<file path="config.mk">
export PLATFORM = sky130hd
export DESIGN_NAME = dics_ctrl
export DESIGN_NICKNAME = d
export VERILOG_FILES = /design/src/rtl/dics_pkg.sv /design/src/rtl/dics_ctrl.sv
export SDC_FILE = /design/constraint.sdc
export NUM_CORES = 1
export LEC_CHECK = 0
export BUFFER_PORTS_ARGS = -buffer_cell sky130_fd_sc_hd__buf_2
export CORE_AREA = 2 2 39 41
export CTS_CLUSTER_SIZE = 30
export DETAILED_ROUTE_END_ITERATION = 12
export DIE_AREA = 0 0 41 43
export GPL_ROUTABILITY_DRIVEN = 0
export PLACE_DENSITY_LB_ADDON = 0.15
export SETUP_SLACK_MARGIN = 0.1
export SLEW_MARGIN = 20
export SYNTH_ARGS = -nofsm -noshare
export SYNTH_HDL_FRONTEND = slang
export SYNTH_SLANG_ARGS = --single-unit
</file>
<file path="constraint.sdc">
create_clock -name clk -period 2 [get_ports clk]
set_input_delay 0.4 -clock clk [delete_from_list [all_inputs] [get_ports clk]]
set_output_delay 0.4 -clock clk [all_outputs]
set_load 0.1 [all_outputs]
</file>
<file path="src/rtl/dics_pkg.sv">
package dics_pkg;

  // table geometry
  localparam int MAX_ENTRIES_DEF = 256;

  // field widths
  localparam int CMD_W   = 2;
  localparam int VAL_W   = 16;
  localparam int DEN_W   = 16;
  localparam int U_W     = 16;
  localparam int WT_W    = 16;
  localparam int STS_W   = 2;
  localparam int TOTAL_W = 24;

  // product of u and the density total
  localparam int TARGET_W = U_W + TOTAL_W;

  // weight numerator is total * 256
  localparam int WT_FRAC = 8;
  localparam int NUM_W   = TOTAL_W + WT_FRAC;

  // lookup mode: u is mapped onto 1024 steps of 64
  localparam int LUT_IDX_W = 10;
  localparam int LUT_PROD_W = U_W + LUT_IDX_W;
  localparam logic [LUT_IDX_W-1:0] LUT_SCALE = 10'd1023;
  localparam int LUT_STEP_SH = U_W - LUT_IDX_W;

  typedef enum logic [CMD_W-1:0] {
    CMD_CLEAR  = 2'd0,
    CMD_APPEND = 2'd1,
    CMD_SAMPLE = 2'd2
  } cmd_code_t;

  localparam logic [STS_W-1:0] STS_OK    = 2'd0;
  localparam logic [STS_W-1:0] STS_MISS  = 2'd1;
  localparam logic [STS_W-1:0] STS_EMPTY = 2'd2;
  localparam logic [STS_W-1:0] STS_FULL  = 2'd3;

  typedef enum logic [2:0] {
    S_IDLE,
    S_TARGET,
    S_SCAN,
    S_WEIGHT,
    S_DIVIDE,
    S_HIT,
    S_MISS
  } state_t;

  typedef enum logic [2:0] {
    RES_OK,
    RES_FULL,
    RES_EMPTY,
    RES_MISS,
    RES_HIT
  } res_kind_t;

  // controller to datapath
  typedef struct packed {
    logic      op_clear;
    logic      op_append;
    logic      op_load;
    logic      op_target;
    logic      op_scan;
    logic      op_weight;
    logic      op_divide;
    logic      res_write;
    res_kind_t res_kind;
  } dp_cmd_t;

  // datapath to controller
  typedef struct packed {
    logic out_busy;
    logic table_empty;
    logic append_full;
    logic chk_match;
    logic chk_last;
    logic div_done;
  } dp_sts_t;

endpackage

</file>
<file path="src/rtl/dics_ctrl.sv">
module dics_ctrl import dics_pkg::*; (
  input  logic             clk,
  input  logic             rst,
  input  logic             in_valid,
  input  logic [CMD_W-1:0] in_command,
  output logic             in_ready,
  input  dp_sts_t          sts,
  output dp_cmd_t          cmd
);

  state_t state;
  state_t state_next;
  logic   accept;

  assign accept = in_valid && in_ready;

  always_ff @(posedge clk) begin
    if (rst) begin
      state <= S_IDLE;
    end else begin
      state <= state_next;
    end
  end

  always_comb begin
    state_next = state;
    case (state)
      S_IDLE: begin
        if (accept && in_command == CMD_SAMPLE && !sts.table_empty) begin
          state_next = S_TARGET;
        end
      end
      S_TARGET: state_next = S_SCAN;
      S_SCAN: begin
        if (sts.chk_match) begin
          state_next = S_WEIGHT;
        end else if (sts.chk_last) begin
          state_next = S_MISS;
        end
      end
      S_WEIGHT: state_next = S_DIVIDE;
      S_DIVIDE: begin
        if (sts.div_done) begin
          state_next = S_HIT;
        end
      end
      S_HIT, S_MISS: begin
        if (!sts.out_busy) begin
          state_next = S_IDLE;
        end
      end
      default: state_next = S_IDLE;
    endcase
  end

  always_comb begin
    in_ready = 1'b0;
    cmd      = '0;
    cmd.res_kind = RES_OK;
    case (state)
      S_IDLE: begin
        in_ready = !sts.out_busy;
        if (accept) begin
          cmd.res_write = 1'b1;
          case (in_command)
            CMD_CLEAR: cmd.op_clear = 1'b1;
            CMD_APPEND: begin
              if (sts.append_full) begin
                cmd.res_kind = RES_FULL;
              end else begin
                cmd.op_append = 1'b1;
              end
            end
            CMD_SAMPLE: begin
              if (sts.table_empty) begin
                cmd.res_kind = RES_EMPTY;
              end else begin
                cmd.res_write = 1'b0;
                cmd.op_load   = 1'b1;
              end
            end
            default: cmd.res_kind = RES_OK;
          endcase
        end
      end
      S_TARGET: cmd.op_target = 1'b1;
      S_SCAN:   cmd.op_scan   = 1'b1;
      S_WEIGHT: cmd.op_weight = 1'b1;
      S_DIVIDE: cmd.op_divide = !sts.div_done;
      S_HIT: begin
        cmd.res_write = !sts.out_busy;
        cmd.res_kind  = RES_HIT;
      end
      S_MISS: begin
        cmd.res_write = !sts.out_busy;
        cmd.res_kind  = RES_MISS;
      end
      default: cmd = '0;
    endcase
  end

endmodule

</file>
# Word-level counts from Yosys, hierarchy flattened
# Cells that the tools add are included.
# word_totals
inputBits	11
reg_bits	3
# op_classes
mux	25
eq_ne	12
n_reduce_logical	10
# op_table
cell	n
2-to-1 mux 3 bit	7
case mux 3 bit (6 select lines)	1
2-to-1 mux 1 bit	13
case mux 4 bit (3 select lines)	1
equality test 3 bit, second input constant	3
equality test 3 x 2 -> 1 bit, second input constant	2
!= test 2 bit, second input constant	3
2-to-1 mux 4 bit	1
case mux 2 bit (2 select lines)	1
AND reduction 4 bit	1
equality test 3 x 1 -> 1 bit, second input constant	1
logical AND 1 bit	3
zero test 1 bit	3
zero test 3 bit	1
!= test 3 bit, second input constant	1
equality test 2 x 1 -> 1 bit, second input constant	1
equality test 2 bit, second input constant	1
zero test 2 bit	1
2-to-1 mux 2 bit	1
OR reduction 2 bit	1

# Longest topological paths before layout
# Gate-level depths: netlist of the first run.
# logic_depth
depth_word	7
ltp_mapped	6
depth_no_buf	6

# Least setup slack after synthesis of the first run
# Ideal clock, no wire load.
# synth_path
kind	register to output
from	reg state[1]
to	out cmd[3] (netlist bit)
path_buffers	1
path_stages_with_launch	4
path_slack_ns	-2.158
t_arrival_ns	3.758
path_cell_list	dfxtp_1 -> clkbuf_1 -> nor3b_1 -> o21a_1
# synth_lines
element	line	source
from (decl)	dics_ctrl.sv:11	state_t state;
from (signal assigned)	dics_ctrl.sv:21	state <= state_next;
to (decl)	dics_ctrl.sv:8	output dp_cmd_t cmd

==> flow_metrics.tcl, run 1 <==
set metrics [dict create \
    cts-root-buf "clkbuf_4" \
    n_fill_cell 134 \
    powerDensity_nw_per_um2 1280 \
    hpwlAfterDp_um 869 \
    top_regs "state: 3 flops" \
    final_util 0.593 \
    ys_seq_area_frac 0.150 \
    coreArea_um2 1380 \
    grt_use_met2 0.244 \
    fin_ws_ns -0.0901 \
    path_clk_slew_ns 0.04 \
    ios 23 \
    place_ws_ns 0.148 \
    dieArea_um2 1760 \
    status "finished with violations" \
    firstDrtPassIters 4 \
    crit_fanout 4 \
    initial_core_util 0.289 \
    netlist_area_um2 400 \
    final_area_um2 821 \
    largest-register "state" \
    power_leakage_nw 0.352 \
    setup_viol 4 \
    grt-ovfl-total 0 \
    fp.dieH_um 43 \
    endpoint_kind "output port" \
    port_buffers 22 \
    worst_pin_slew_ns 0.483 \
    cts_hold_buf 0 \
    clockBufferDepth 2 \
    ys_seq_elements 3 \
    antennaDiodeCount 0 \
    drc_errors 0 \
    synth.avg_cell_area_um2 7.02 \
    r2r_end "state[0]$_SDFFE_PP0P_" \
    via_per_inst 4.95 \
    synth_top_area_frac 0.150 \
    cts_buffers 3 \
    violations "setup timing" \
    areaGrowthSynthToFinish_pct 105 \
    min_path_type "input port to flip-flop" \
    wl_mm 1.09 \
    syn-num-nets 71 \
    num_vias 500 \
    cap_violations 0 \
    synth_area_leader_cell "dfxtp_1" \
    fp.dieW_um 41 \
    endpoint "cmd[1]" \
    drive_gt1_frac 0.565 \
    path_cells "or3_4 > nor3b_4 > buf_4 > nand3_4 > nand2_4 > buf_12" \
    cp_slowest_cell "or3_4" \
    grt_use_met1 0.167 \
    total_power_w 0.00105 \
    grt_pass1_vias 463 \
    cp.buffers_inverters 2 \
    r2r_setup_slack_ns 0.48 \
    yosysWarnings 0 \
    rows 14 \
    track_usage 0.150 \
    max_stage_delay_ns 0.40 \
    critPathRequiredTime_ns 1.60 \
    synth_cell_type_count 28 \
    grt_pass1_wl_mm 1.84 \
    final_cells 101 \
    startpoint "state[0]$_SDFFE_PP0P_" \
    h-tree-depth 1 \
    clock_skew_ns 0.00298 \
    final_antenna_net_count 0 \
    use_met3 0.0314 \
    reg2reg_from "state[1]$_SDFFE_PP0P_" \
    clock_sinks 3 \
    fin_nets 100 \
    antenna_found_initial 0 \
    min_period_over_period 1.05 \
    synth_cells 57 \
    hold_violations 0 \
    rr_worst_depth 5 \
    drv_slew 0 \
    place_inst 95 \
    cp_data_arrival_time_ns 1.69 \
    wl_per_cell_um 10.8 \
    largest_reg_flops 3 \
    path_class "flip-flop to output port" \
    max_freq_mhz 478 \
    drtIter0Drc 4 \
    clk-insertion-delay-late_ns 0.23 \
    worstSetupPathDepth 6 \
    period_minus_slack_ns 2.09 \
    tritoncts "built" \
    start_kind "flip-flop" \
    hold_path_depth 2 \
    peakVddDrop_uv 752 \
    slew_headroom 0.680 \
    busiest_layer "met2" \
    place_area_um2 758 \
    rsz0062_at_grt "true" \
    grt_max_degree 15 \
    ys_top_cells_by_area "dfxtp_1 (15%), ha_1 (9.4%), nor3b_1 (7.5%)" \
    crit_family "simple AND/OR/NAND/NOR gates" \
]
-- timing repair --
item | CTS | global route
pin swaps | 2 | 2
buffers inserted | 1 | 1
endpoints found under the setup margin | 5 | 7
gates resized for setup | 0 | 5
-- kinds of logic (layout without fill, tap and decap cells) --
group / Yosys count / count (layout) / synth area share
buffers and inverters: 9 / 37 / 0.106
muxes: 1 / 1 / 0.0250
and+or+nand+nor: 30 / 30 / 0.441
DFF: 3 / 3 / 0.150
adders and majority gates: 3 / 3 / 0.0938
AOI/OAI and AO/OA: 11 / 11 / 0.184
-- per-layer routing --
| metal | routed length (um) | vias up |
|---|---|---|
| met4 | 0 | 0 |
| met3 | 55 | 0 |
| met5 | 0 | - |
| met1 | 436 | 231 |
| met2 | 596 | 12 |
| li1 | - | 257 |
-- metrics by stage --
step	hold WS [ns]	TNS (ns)
detailed placement	0.617	0
global placement	0.608	0
global route	0.380	-0.579
finish	0.378	-0.259
CTS	0.370	-0.201
floorplan	0.469	-0.628
-- cells in the final DEF (no fill, tap or decap), drive strengths merged --
master and n:
clkbuf 5, ha 3, dfxtp 3, inv 6, and3 2, o21a 1, nand2b 2, nand3 4
nand2 7, buf 26, nor3 1, nor2 6, a21oi 3, or3 1, mux2i 1, or3b 1
a211o 1, nor3b 5, a31oi 1, and2 1, a41oi 1, a311oi 1, o21ai 3
-- power by group --
part / total [W] / internal (W) / switching, W / leakage (nW)
Sequential: 0.0000903 / 0.0000805 / 0.00000978 / 0.0246
Clock: 0.000103 / 0.0000746 / 0.0000282 / 0.0150
Combinational: 0.000861 / 0.000326 / 0.000535 / 0.313
-- Yosys cell counts --
cell type	instances
nand2_1	6
nor2_1	6
inv_1	5
nand3_1	4
nor3b_1	4
a21oi_1	3
dfxtp_1	3
ha_1	3
and3_1	2
nand2b_1	2
o21ai_0	2
a211o_1	1
a311oi_1	1
a31oi_1	1
a41oi_1	1
and2_1	1
buf_2	1
buf_6	1
clkbuf_1	1
inv_2	1
mux2i_1	1
nand2_2	1
nor3_1	1
nor3b_4	1
o21a_1	1
o21ai_2	1
or3_4	1
or3b_1	1
-- worst min-delay path by stage --
| stage | endpoint | start |
|---|---|---|
| 2_1_floorplan | state[2]$_SDFFE_PP0P_ | rst |
| 3_3_place_gp | state[1]$_SDFFE_PP0P_ | rst |
| 3_5_place_dp | state[1]$_SDFFE_PP0P_ | rst |
| 4_1_cts | state[1]$_SDFFE_PP0P_ | rst |
| 5_1_grt | state[1]$_SDFFE_PP0P_ | rst |
| 6_report | state[1]$_SDFFE_PP0P_ | rst |
-- cell type report --
cell class                      count  area (um2)  share of cell area
Clock buffer                        4        26.3              0.0320
Sequential cell                     3        60.1              0.0732
Multi-Input combinational cell     45         392               0.477
Tap cell                           16        20.0              0.0244
Timing Repair Buffer               27         300               0.366
Inverter                            6        22.5              0.0274
No activity file was read; power rests on OpenSTA's default activity.
==> run 2: changes to the inputs <==
--- a/config.mk
+++ b/config.mk
@@ -12,6 +12,7 @@
 export DIE_AREA = 0 0 41 43
 export GPL_ROUTABILITY_DRIVEN = 0
 export PLACE_DENSITY_LB_ADDON = 0.15
+export RECOVER_POWER = 100
 export SETUP_SLACK_MARGIN = 0.1
 export SLEW_MARGIN = 20
 export SYNTH_ARGS = -nofsm -noshare
==> run 2 against run 1 <==
The run still ends with setup timing left. Worst setup slack barely moved. Total power fell by 6.1%. Final cell count unchanged. Wire length grew 0.55%. Global-route usage is the same. Critical path depth did not move. Maximum frequency is essentially flat. Utilization is 2.9 points lower. Clock-buffer cell count unchanged. Register-to-register slack got worse by 0.08 ns. Sequential power about the same.
==> flow_metrics.tcl, run 2 (same netlist as run 1, synthesis figures left out) <==
set metrics [dict create \
    status "finished with violations" \
    violations "setup timing" \
    final_cell_mix "buf_2 (12), buf_12 (8), inv_1 (5), nand2_1 (5)" \
    cts-root-buf "clkbuf_4" \
    largest-register "state" \
    slew_headroom 0.680 \
    path_cells "or3_4 > nor3b_4 > buf_4 > nand3_4 > nand2_4 > buf_12" \
    hpwlAfterDp_um 869 \
    grt-ovfl-total 0 \
    cp_data_arrival_time_ns 1.69 \
    setup_viol 4 \
    worst_pin_slew_ns 0.483 \
    final_common_cell "buf_2" \
    wl_per_cell_um 10.8 \
    final_util 0.564 \
    hold_violations 0 \
    grt_pass1_vias 463 \
    timing.hold.ws_ns 0.382 \
    clk-insertion-delay-late_ns 0.23 \
    top_regs "state: 3 flops" \
    initial_core_util 0.289 \
    areaGrowthSynthToFinish_pct 95.0 \
    grt_max_degree 15 \
    fp.dieH_um 43 \
    endpoint_kind "output port" \
    clock_skew_ns 0.00298 \
    r2r_setup_slack_ns 0.40 \
    peakVddDrop_uv 743 \
    antenna_found_initial 0 \
    cts_hold_buf 0 \
    drtIter0Drc 5 \
    n_fill_cell 142 \
    drv_slew 0 \
    tritoncts "built" \
    fin_ws_ns -0.0900 \
    wl_mm 1.10 \
    final_cells 101 \
    cap_violations 0 \
    period_minus_slack_ns 2.09 \
    fp.dieW_um 41 \
    firstDrtPassIters 3 \
    min_path_type "input port to flip-flop" \
    crit_fanout 4 \
    coreArea_um2 1380 \
    final_antenna_net_count 0 \
    power_leakage_nw 0.346 \
    path_class "flip-flop to output port" \
    cp.buffers_inverters 2 \
    ios 23 \
    clock_sinks 3 \
    crit_family "simple AND/OR/NAND/NOR gates" \
    place_inst 95 \
    port_buffers 22 \
    powerDensity_nw_per_um2 1270 \
    antennaDiodeCount 0 \
    largest_reg_flops 3 \
    rsz0062_at_grt "true" \
    grt_pass1_wl_mm 1.84 \
    min_period_over_period 1.05 \
    fin_nets 100 \
    track_usage 0.150 \
    critPathRequiredTime_ns 1.60 \
    total_power_w 0.000989 \
    dieArea_um2 1760 \
    drive_gt1_frac 0.553 \
    path_clk_slew_ns 0.04 \
    cts_buffers 3 \
    num_vias 498 \
    h-tree-depth 1 \
    max_stage_delay_ns 0.40 \
    clockBufferDepth 2 \
    via_per_inst 4.93 \
    drc_errors 0 \
    cp_slowest_cell "or3_4" \
    start_kind "flip-flop" \
    rows 14 \
    max_freq_mhz 478 \
]
==> run 2: report_power, final <==
part | switching [W] | internal (W) | leakage (nW)
clock network | 0.0000282 | 0.0000746 | 0.0150
logic | 0.000514 | 0.000282 | 0.306
registers | 0.00000967 | 0.0000805 | 0.0246
==> run 2: cell type report <==
cell class | instances | area, um2 | share of cell area
Inverter | 6 | 22.5 | 0.0288
Sequential cell | 3 | 60.1 | 0.0769
Clock buffer | 4 | 26.3 | 0.0337
Multi-Input combinational cell | 45 | 374 | 0.479
Timing Repair Buffer | 27 | 278 | 0.356
Tap cell | 16 | 20.0 | 0.0256
==> run 2: worst reg2reg max path, delay by kind of cell (launching register included) <==
| family | cells | cell delay, ns |
|---|---|---|
| AOI/OAI and AO/OA | 2 | 0.59 |
| DFF | 1 | 0.32 |
| buffers and inverters | 1 | 0.27 |
| muxes | 1 | 0.24 |
| and+or+nand+nor | 1 | 0.10 |
==> run 2: path summary, 6_finish.rpt <==
check / start / end / cells after the start
worst max-delay path: state[0]$_SDFFE_PP0P_ / cmd[1] / 6
worst min-delay path: rst / state[1]$_SDFFE_PP0P_ / 2
worst max register to register: state[1]$_SDFFE_PP0P_ / state[0]$_SDFFE_PP0P_ / 5
worst min register to register: state[0]$_SDFFE_PP0P_ / state[0]$_SDFFE_PP0P_ / 3
==> run 2: through the flow <==
step / TNS (ns) / worst slack (ns) / area, um2
global route: -0.579 / -0.165 / 781
floorplan: -0.628 / -0.232 / 477
global placement: 0 / 0.187 / 758
CTS: -0.201 / -0.0874 / 792
detailed placement: 0 / 0.148 / 758
finish: -0.258 / -0.0900 / 781
==> run 2: timing repair <==
item / in CTS / in global routing
setup endpoints to repair: 5 / 7
gates resized for setup: 0 / 5
hold endpoints to repair: 0 / 0
buffers inserted: 1 / 1
pin swaps: 2 / 2
==> run 2: routing by layer <==
metal	GRT usage	up-vias	wire (um)
met4	0.0933	0	0
li1	-	258	-
met3	0.0314	0	59
met2	0.244	12	604
met1	0.167	228	432
met5	0	-	0
==> run 3: changes to the inputs <==
==> constraint.sdc (replaced) <==
create_clock -name clk -period 2.6 [get_ports clk]
set_input_delay 0.52 -clock clk [delete_from_list [all_inputs] [get_ports clk]]
set_output_delay 0.52 -clock clk [all_outputs]
set_load 0.1 [all_outputs]
==> run 3 against run 2 <==
The run now ends clean. Critical path depth fell by 2. Flip-flop and latch count did not move. Register-to-register slack improved by 0.73 ns. Clock skew fell by 0.00087 ns. Non-clock buffer count fell by 2. Worst setup slack improved by 0.29 ns. Via count fell by 5.4%. Total power fell by 36%. Combinational power fell by 40%. Final area fell by 26%. Clock-buffer cell count did not move. Critical path type unchanged. Largest cell class unchanged. Largest power group unchanged.
==> flow_metrics.tcl, run 3 (same netlist as run 1, synthesis figures left out) <==
set metrics [dict create \
    power_frac_clock 0.134 \
    rows 14 \
    cts-root-buf "clkbuf_4" \
    cts_buffers 3 \
    dieArea_um2 1760 \
    coreArea_um2 1380 \
    antennaDiodeCount 0 \
    wl_um 975 \
    clockBufferDepth 2 \
    power_frac_comb 0.757 \
    largest-register "state" \
    path_clk_slew_ns 0.04 \
    path_class "flip-flop to output port" \
    fp.dieW_um 41 \
    cap_violations 0 \
    firstDrtPassIters 4 \
    rsz0062_at_grt "false" \
    h-tree-depth 1 \
    via_per_inst 4.76 \
    track_usage 0.129 \
    final_antenna_net_count 0 \
    final_cell_mix "buf_2 (12), clkbuf_2 (9), inv_1 (6), nand2_1 (6)" \
    place_inst 95 \
    largest_reg_flops 3 \
    final_common_cell "buf_2" \
    initial_core_util 0.289 \
    timing.hold.ws_ns 0.483 \
    final_cells 99 \
    p_int_w 0.000239 \
    drc_errors 0 \
    cts_setup_buffers 0 \
    grt_pass1_vias 364 \
    drive_gt1_frac 0.422 \
    sw_frac_of_total 0.621 \
    endpoint_kind "output port" \
    port_buffers 22 \
    cts-resized-gates 0 \
    n_fill_cell 161 \
    final_area_um2 579 \
    critPathRequiredTime_ns 2.08 \
    total_power_w 0.000631 \
    antenna_found_initial 0 \
    powerDensity_nw_per_um2 1090 \
    min_period_over_period 0.921 \
    p_sw_w 0.000392 \
    clock_skew_ns 0.00210 \
    grt_pass1_wl_mm 1.55 \
    cp_data_arrival_time_ns 1.88 \
    crit_fanout 4 \
    fp.dieH_um 43 \
    worst_pin_slew_ns 0.546 \
    drtIter0Drc 11 \
    setup_viol 0 \
    hpwlAfterDp_um 758 \
    wl_per_cell_um 9.85 \
    min_path_type "input port to flip-flop" \
    power_leakage_nw 0.294 \
    clk-insertion-delay-late_ns 0.24 \
    top_regs "state: 3 flops" \
    areaGrowthSynthToFinish_pct 44.7 \
    slew_headroom 0.638 \
    hold_violations 0 \
    ios 23 \
    cts_hold_buf 0 \
    place_area_um2 568 \
    max_freq_mhz 417 \
    period_minus_slack_ns 2.40 \
    peakVddDrop_uv 471 \
    grt_max_degree 15 \
    seq_power_share 0.109 \
    status "finished clean" \
    num_vias 471 \
    fin_nets 98 \
    clock_sinks 3 \
    start_kind "flip-flop" \
    grt-ovfl-total 0 \
    tritoncts "built" \
    drv_slew 0 \
]
-- run 3: cell count changes in the layout (fill, tap and decap cells not counted), sizes merged --
cell    before  now
buf         25   15
clkbuf       6   14
-- run 3: stage by stage --
stage	util	setup TNS [ns]	worst slack [ns]
after global placement	0.410	0	0.390
after floorplan	-	-1.38	-0.581
after global routing	0.419	0	0.0777
after detailed placement	0.410	0	0.376
final	0.419	0	0.205
after CTS	0.429	0	0.243
-- run 3: power groups by stage --
| stage | Sequential, W | Clock (W) | Combinational [W] |
|---|---|---|---|
| after floorplan | 0.0000725 | 0 | 0.000422 |
| after global placement | 0.0000699 | 0 | 0.000500 |
| after global routing | 0.0000716 | 0.0000913 | 0.000509 |
| final | 0.0000686 | 0.0000845 | 0.000478 |
| after detailed placement | 0.0000696 | 0 | 0.000500 |
| after CTS | 0.0000689 | 0.0000865 | 0.000501 |
-- run 3: cell type report --
cell class / count / area [um2] / share of cell area
Multi-Input combinational cell: 45 / 307 / 0.529
Timing Repair Buffer: 25 / 144 / 0.248
Sequential cell: 3 / 60.1 / 0.104
Clock buffer: 4 / 26.3 / 0.0454
Inverter: 6 / 22.5 / 0.0389
Tap cell: 16 / 20.0 / 0.0346
-- run 3: critical path, stage by stage (launching register included) --
cell      delay [ns]
dfxtp_1         0.30
or3_4           0.41
nor3b_2         0.29
and3_1          0.19
clkbuf_2        0.45
-- run 3: path summary, 6_finish.rpt --
path / start / end / slack, ns / cells past startpoint
worst max register to register: state[0]$_SDFFE_PP0P_ / state[0]$_SDFFE_PP0P_ / 1.13 / 5
worst max-delay path: state[0]$_SDFFE_PP0P_ / cmd[8] / 0.20 / 4
worst min register to register: state[2]$_SDFFE_PP0P_ / state[2]$_SDFFE_PP0P_ / 0.66 / 3
worst min-delay path: rst / state[2]$_SDFFE_PP0P_ / 0.48 / 2
-- run 3: metal layers --
metal  vias up  routed length (um)  GRT usage
li1        248                   -          -
met1       203                 441      0.173
met2        20                 459      0.172
met3         0                  74     0.0576
met4         0                   0     0.0600
met5         -                   0          0
